==> config.mk <==
export PLATFORM = sky130hd
export DESIGN_NAME = binary_to_decimal_ascii_emitter
export DESIGN_NICKNAME = d
export VERILOG_FILES = /design/src/hdl/b2da_pkg.sv /design/src/hdl/b2da_ctrl.sv /design/src/hdl/b2da_datapath.sv /design/src/hdl/binary_to_decimal_ascii_emitter.sv
export VERILOG_INCLUDE_DIRS = /design/src /design/src/hdl
export SDC_FILE = /design/constraint.sdc
export NUM_CORES = 1
export LEC_CHECK = 0
export BUFFER_PORTS_ARGS = -buffer_cell sky130_fd_sc_hd__clkbuf_2
export CAP_MARGIN = 20
export CORE_MARGIN = 4
export CORE_UTILIZATION = 67
export CTS_BUF_LIST = sky130_fd_sc_hd__clkbuf_4 sky130_fd_sc_hd__clkbuf_8
export CTS_CLUSTER_DIAMETER = 50
export DETAILED_ROUTE_END_ITERATION = 16
export PLACE_DENSITY = 0.89
export SLEW_MARGIN = 20
export SYNTH_ARGS = -nofsm -noshare
export SYNTH_HDL_FRONTEND = slang
export SYNTH_HIERARCHICAL = 1
export SYNTH_SLANG_ARGS = --single-unit
export TNS_END_PERCENT = 5
==> constraint.sdc <==
create_clock -name clk -period 9.05 [get_ports clk]
set_clock_uncertainty 0.15 [all_clocks]
set_input_delay 0.905 -clock clk [delete_from_list [all_inputs] [get_ports clk]]
set_output_delay 0.905 -clock clk [all_outputs]
set_load 0.03 [all_outputs]
==> src/hdl/binary_to_decimal_ascii_emitter_assert.svh <==
// assertion macros for the decimal ascii emitter
`ifndef BINARY_TO_DECIMAL_ASCII_EMITTER_ASSERT_SVH
`define BINARY_TO_DECIMAL_ASCII_EMITTER_ASSERT_SVH

// condition must hold at every clock edge outside reset
`define B2DA_ASSERT_ALWAYS(label, cond, msg) \
    label: assert property (@(posedge clk) disable iff (!rst_n) (cond)) \
        else $error(msg);

// antecedent at one edge implies consequent at the next edge
`define B2DA_ASSERT_NEXT(label, ante, cons, msg) \
    label: assert property (@(posedge clk) disable iff (!rst_n) (ante) |=> (cons)) \
        else $error(msg);

`endif

==> src/hdl/b2da_pkg.sv <==
// shared types and constants of the decimal ascii emitter
`default_nettype none

package b2da_pkg;

    localparam int VALUE_W            = 32;
    localparam int CHAR_W             = 8;
    localparam int DIGIT_W            = 4;
    localparam int DEFAULT_MAX_DIGITS = 10;
    localparam int DIGIT_BUF_SIZE     = 20;

    localparam logic [CHAR_W-1:0] CHAR_ZERO    = 8'h30;
    localparam logic [CHAR_W-1:0] CHAR_NEWLINE = 8'h0A;

    // floor(v / 10) == (v * RECIP_TEN) >> RECIP_SHIFT for every 32-bit v
    localparam logic [VALUE_W-1:0] RECIP_TEN   = 32'hCCCC_CCCD;
    localparam int                 RECIP_SHIFT = 35;
    localparam int                 PROD_W      = 2 * VALUE_W;
    localparam int                 QUOT_W      = PROD_W - RECIP_SHIFT;

    typedef enum logic [1:0] {
        ST_IDLE,
        ST_CONVERT,
        ST_EMIT
    } state_t;

    typedef struct packed {
        logic load;     // take a new value
        logic step;     // peel off one digit
        logic pop;      // send the newest stored digit
        logic emit_nl;  // send the closing newline
    } cmd_t;

    typedef struct packed {
        logic quot_zero;    // nothing left after this digit
        logic count_full;   // this digit reaches the digit limit
        logic count_empty;  // no stored digits remain
        logic out_free;     // output register can take a character
    } status_t;

endpackage

`default_nettype wire

==> src/hdl/b2da_ctrl.sv <==
// controller state machine of the decimal ascii emitter
`default_nettype none

module b2da_ctrl
    import b2da_pkg::*;
(
    input  wire logic    clk,
    input  wire logic    rst_n,
    input  wire logic    in_valid,
    output logic         in_ready,
    input  wire status_t status,
    output cmd_t         cmd
);

    state_t state_reg;
    state_t state_next;

    always_ff @(posedge clk or negedge rst_n)
    begin
        if (!rst_n)
        begin
            state_reg <= ST_IDLE;
        end
        else
        begin
            state_reg <= state_next;
        end
    end

    always_comb
    begin
        state_next = state_reg;
        unique case (state_reg)
            ST_IDLE:
            begin
                if (in_valid)
                begin
                    state_next = ST_CONVERT;
                end
            end
            ST_CONVERT:
            begin
                if (status.quot_zero || status.count_full)
                begin
                    state_next = ST_EMIT;
                end
            end
            ST_EMIT:
            begin
                if (status.out_free && status.count_empty)
                begin
                    state_next = ST_IDLE;
                end
            end
            default:
            begin
                state_next = ST_IDLE;
            end
        endcase
    end

    always_comb
    begin
        in_ready = 1'b0;
        cmd      = '0;
        unique case (state_reg)
            ST_IDLE:
            begin
                in_ready = 1'b1;
                cmd.load = in_valid;
            end
            ST_CONVERT:
            begin
                cmd.step = 1'b1;
            end
            ST_EMIT:
            begin
                cmd.pop     = status.out_free && !status.count_empty;
                cmd.emit_nl = status.out_free && status.count_empty;
            end
            default:
            begin
                cmd = '0;
            end
        endcase
    end

endmodule

`default_nettype wire

==> src/hdl/b2da_datapath.sv <==
// divide-by-ten datapath, digit stack and output register
`default_nettype none

module b2da_datapath
    import b2da_pkg::*;
#(
    parameter int MAX_DIGITS = DEFAULT_MAX_DIGITS
)
(
    input  wire logic               clk,
    input  wire logic               rst_n,
    input  wire cmd_t               cmd,
    output status_t                 status,
    input  wire logic [VALUE_W-1:0] value,
    output logic                    out_valid,
    input  wire logic               out_ready,
    output logic      [CHAR_W-1:0]  char_code,
    output logic                    last
);

    localparam int DIG_LIMIT = (MAX_DIGITS < DIGIT_BUF_SIZE) ? MAX_DIGITS : DIGIT_BUF_SIZE;
    localparam int CNT_W     = $clog2(DIG_LIMIT + 1);
    localparam int IDX_W     = (DIG_LIMIT > 1) ? $clog2(DIG_LIMIT) : 1;

    logic [VALUE_W-1:0] val_reg;
    logic [QUOT_W-1:0]  quot_reg;
    logic [CNT_W-1:0]   count_reg;
    logic [DIGIT_W-1:0] digit_reg [DIG_LIMIT];
    logic               out_valid_reg;
    logic [CHAR_W-1:0]  char_reg;
    logic               last_reg;

    logic [VALUE_W-1:0] mul_a;
    logic [PROD_W-1:0]  prod;
    logic [VALUE_W-1:0] quot_x10;
    logic [DIGIT_W-1:0] digit;
    logic [CNT_W-1:0]   count_dec;
    logic [DIGIT_W-1:0] top_digit;

    // quotient for the value held now sits in quot_reg; the multiplier
    // works on it for the following digit
    assign mul_a    = cmd.load ? value : VALUE_W'(quot_reg);
    assign prod     = PROD_W'(mul_a) * PROD_W'(RECIP_TEN);
    assign quot_x10 = (VALUE_W'(quot_reg) << 3) + (VALUE_W'(quot_reg) << 1);
    // remainder is below ten, so the low nibble is enough
    assign digit    = val_reg[DIGIT_W-1:0] - quot_x10[DIGIT_W-1:0];

    assign count_dec = count_reg - CNT_W'(1);
    assign top_digit = digit_reg[count_dec[IDX_W-1:0]];

    assign status.quot_zero   = (quot_reg == '0);
    assign status.count_full  = (count_reg == CNT_W'(DIG_LIMIT - 1));
    assign status.count_empty = (count_reg == '0);
    assign status.out_free    = !out_valid_reg || out_ready;

    always_ff @(posedge clk)
    begin
        if (cmd.load || cmd.step)
        begin
            val_reg  <= cmd.load ? value : VALUE_W'(quot_reg);
            quot_reg <= prod[PROD_W-1:RECIP_SHIFT];
        end
        if (cmd.step)
        begin
            digit_reg[count_reg[IDX_W-1:0]] <= digit;
        end
        if (cmd.pop)
        begin
            char_reg <= CHAR_ZERO + CHAR_W'(top_digit);
            last_reg <= 1'b0;
        end
        else if (cmd.emit_nl)
        begin
            char_reg <= CHAR_NEWLINE;
            last_reg <= 1'b1;
        end
    end

    always_ff @(posedge clk or negedge rst_n)
    begin
        if (!rst_n)
        begin
            count_reg     <= '0;
            out_valid_reg <= 1'b0;
        end
        else
        begin
            if (cmd.load)
            begin
                count_reg <= '0;
            end
            else if (cmd.step)
            begin
                count_reg <= count_reg + CNT_W'(1);
            end
            else if (cmd.pop)
            begin
                count_reg <= count_dec;
            end

            if (cmd.pop || cmd.emit_nl)
            begin
                out_valid_reg <= 1'b1;
            end
            else if (out_ready)
            begin
                out_valid_reg <= 1'b0;
            end
        end
    end

    assign out_valid = out_valid_reg;
    assign char_code = char_reg;
    assign last      = last_reg;

endmodule

`default_nettype wire

==> src/hdl/binary_to_decimal_ascii_emitter.sv <==
// top level of the binary to decimal ascii emitter
//
// input channel: in_valid / in_ready with a 32-bit unsigned value; a
// transaction takes place when both are high at a rising clock edge
// output channel: out_valid / out_ready with char_code and last; the value
// leaves as its decimal digits, most significant first, no leading zeros,
// then a newline (0x0a) flagged by last; zero leaves as "0" and newline
// conversion: the value is split one digit per cycle by a reciprocal
// multiply by ten; once every digit is stored, the first digit enters the
// output register as soon as it is free, then one character per cycle
// while the receiver takes them
// values are handled one at a time, set by the single divide-by-ten step
// and the one-character output register
// the next value is taken as soon as the newline is in the output register
// a stalled receiver holds the current character; the digit stack simply
// waits, nothing is dropped
// reset clears the controller, the digit count and the output valid flag;
// the block comes out of reset idle and ready for a value
`default_nettype none

`include "binary_to_decimal_ascii_emitter_assert.svh"

module binary_to_decimal_ascii_emitter
    import b2da_pkg::*;
#(
    parameter int MAX_DIGITS = DEFAULT_MAX_DIGITS
)
(
    input  wire logic               clk,
    input  wire logic               rst_n,
    input  wire logic               in_valid,
    output logic                    in_ready,
    input  wire logic [VALUE_W-1:0] value,
    output logic                    out_valid,
    input  wire logic               out_ready,
    output logic      [CHAR_W-1:0]  char_code,
    output logic                    last
);

    // command and status between the state machine and the datapath
    cmd_t    cmd;
    status_t status;

    // input transaction and legal output character, for the checks below
    logic    in_txn;
    logic    char_ok;

    b2da_ctrl u_ctrl (
        .clk      (clk),
        .rst_n    (rst_n),
        .in_valid (in_valid),
        .in_ready (in_ready),
        .status   (status),
        .cmd      (cmd)
    );

    b2da_datapath #(
        .MAX_DIGITS (MAX_DIGITS)
    ) u_datapath (
        .clk       (clk),
        .rst_n     (rst_n),
        .cmd       (cmd),
        .status    (status),
        .value     (value),
        .out_valid (out_valid),
        .out_ready (out_ready),
        .char_code (char_code),
        .last      (last)
    );

    assign in_txn  = in_valid && in_ready;

    // every character shown is a digit, or the newline carrying last
    assign char_ok = (last && char_code == CHAR_NEWLINE)
                  || (!last && char_code >= CHAR_ZERO && char_code <= (CHAR_ZERO + 8'd9));

    // at most one datapath command per cycle
    `B2DA_ASSERT_ALWAYS(a_cmd_onehot, $onehot0(cmd), "b2da: more than one datapath command")

    `B2DA_ASSERT_ALWAYS(a_char_legal, !out_valid || char_ok, "b2da: illegal character on output")

    // after taking a value the block is busy converting it
    `B2DA_ASSERT_NEXT(a_busy_after_accept, in_txn, !in_ready && cmd.step, "b2da: idle after input")

endmodule

`default_nettype wire

==> impl_metrics.yaml <==
cts:
  clock_path_buffers: 2
  cts_resized: 0
  clkLatencyLatePin_ns: 0.37
  post-cts-setup-buffer-count: 0
  cts.sinks: 86
  clockRootBuffer: "clkbuf_8"
  clkTransAtPathRegs_ns: 0.09
  cts-hold-fix-buffers: 0
  cts_buffers: 9
  cts_tree: "done"
  ctsHtreeMaxLevel: 3
timing:
  slew_headroom_pct: 38.51
  setup_viol: 0
  fin_crit_ns: 8.893
  maxSlewViolCount: 0
  hold_viol: 0
  rsz0062_at_grt: "false"
  layout_worst_path_cycle_share_pct: 98.26
  worst_slack_ns: 0.1575
  fmax_ghz: 0.1125
  worst_pin_slew_ns: 0.9158
worst_setup_path:
  critical_path_class: "primary input to flop"
  crit_family: "adder cells"
  cpPeakStageDelay_ns: 0.61
  r2r_slack_ns: 0.27
  rr_worst_depth: 24
  cp_max_fo: 28
  cp.depth: 25
  cp-start-kind: "primary input"
  cp_slowest_cell: "ha_1"
  cp.arrival_ns: 8.87
  path_common_cell: "fa_1"
  cp-end-kind: "flop"
  path_buf_inv: 5
  cp.required_ns: 9.02
final_layout:
  final_cell_mix: "539 x inv_1, 386 x fa_1, 351 x ha_1"
  drive_gt1_share_pct: 8.313
  fin_nets: 2789
  largest_reg_flops: 40
  final_common_cell: "inv_1"
  area_growth_pct: 5.839
  diodes: 0
floorplanning:
  die_w_um: 183.5
  die_y_um: 183.5
  core_um2: 30030
  dieArea_um2: 33670
  fp-row-count: 63
  io_pins: 47
  initial_utilization_pct: 68.71
drt:
  ant_nets: 0
  drc: 0
  dr.pass1.iters: 8
  wl_per_cell_um: 24.65
  via_per_inst: 6.117
  num_vias: 14747
  drt_wl_total_um: 59420
  first_iter_violations: 1698
run:
  cap_viol_max_count: 0
logic_synthesis:
  synth-seq-cells: 86
  syn_area_um2: 20630
  synth_enable_flop_cells: 78
  async_flop_share_pct: 8.140
  synth_area_per_cell_um2: 10.63
  synth_warnings: 6
  ys_seq_area_share_pct: 12.30
  synth_cell_type_count: 71
  postSynthCellCount: 1941
  synthFlopType: "edfxtp_1"
place:
  dp_slack_ns: -0.2383
  io_buffers: 44
  place_hpwl_um: 53130
  finalWeightedCongestion: 1.086
global_routing:
  grt_max_degree: 34
  globalRouteTotalUtil_pct: 36.82
  first_global_vias: 16253
  antenna_found_initial: 0
  grt_first_pass_wirelength_um: 93180
  overflow: 0
status:
  status: "finished, final reports clean"
hold_path:
  hp-class: "primary input to asynchronous set/reset pin"
-- final timing paths --
kind | endpoint | start
worst max register to register | u_datapath/quot_reg[25] | u_ctrl/state_reg[0]
worst min register to register | u_datapath/last | u_datapath/last
min in group clk | u_datapath/last | u_datapath/last
worst max-delay path | u_datapath/quot_reg[25] | in_valid
max in group asynchronous | u_datapath/count_reg[0] | rst_n
worst min-delay path | u_datapath/count_reg[1] | rst_n
-- cell families after synthesis --
logic type | share of synthesized area (%)
compound gates | 6.421
xor+xnor | 3.820
fa+ha+maj | 58.73
buf+inv | 10.47
flops | 12.30
mux | 2.874
other cells | 0.01817
simple gates | 5.372
-- through the flow --
stage	std cells	TNS (ns)	util (%)	instance area, um2	hold slack (ns)
floorplan	1942	0	-	20640	0.4528
global placement	2395	-1.040	71.94	21600	0.3032
detailed placement	2395	-1.979	71.94	21600	0.3338
CTS	2411	0	72.69	21830	0.2014
global route	2411	0	72.72	21840	0.2017
finish	2411	0	72.72	21840	0.2045
-- synthesized netlist by cell type (all sizes together) (13+ instances only) --
cell type / number / area (um2)
fa: 386 / 7727
o21ai: 39 / 198.9
mux2: 28 / 322.8
edfxtp: 78 / 2342
a21oi: 62 / 314.1
nor3: 15 / 75.07
a211oi: 13 / 110.1
nand2: 65 / 244.0
o211ai: 13 / 102.6
ha: 351 / 4392
clkbuf: 26 / 97.59
a21o: 28 / 210.2
xor2: 44 / 385.4
inv: 539 / 2023
nand4: 14 / 87.58
nor2: 39 / 148.9
xnor2: 46 / 402.9
-- metal layers --
metal	up-vias	track usage [%]	share of wire, %
li1	6300	-	-
met1	7340	47.91	37
met2	883	60.76	48
met3	224	6.411	9.1
met4	0	17.04	5.9
met5	-	0	0
-- cell type report --
class / instances / area [um2]
inverters: 539 / 2023
clock inverters: 7 / 102.6
clock buffers: 9 / 123.9
fillers: 2053 / 8193
multi-input cells: 1286 / 15960
flip-flops and latches: 86 / 2537
well taps: 390 / 488.0
repair buffers: 94 / 608.1
-- worst register-to-register path: stages (launching register included) --
cell and delay, ns:
dfrtp_1 0.45, nor3b_4 0.27, buf_12 0.24, mux2i_2 0.49, inv_1 0.37, ha_1 0.61, xor2_1 0.35, xor2_1 0.23
fa_1 0.48, fa_1 0.59, fa_1 0.47, fa_1 0.48, fa_1 0.49, inv_1 0.06, fa_1 0.51, inv_1 0.04
ha_1 0.22, nor4_1 0.38, o211ai_1 0.16, nand2_1 0.18, o21ai_0 0.19, a211oi_4 0.53, o21ai_2 0.22, o41ai_2 0.27
xnor2_1 0.11
Power is not shown: default switching activity piles up to over one toggle a cycle in this logic, so the estimate is an artifact.
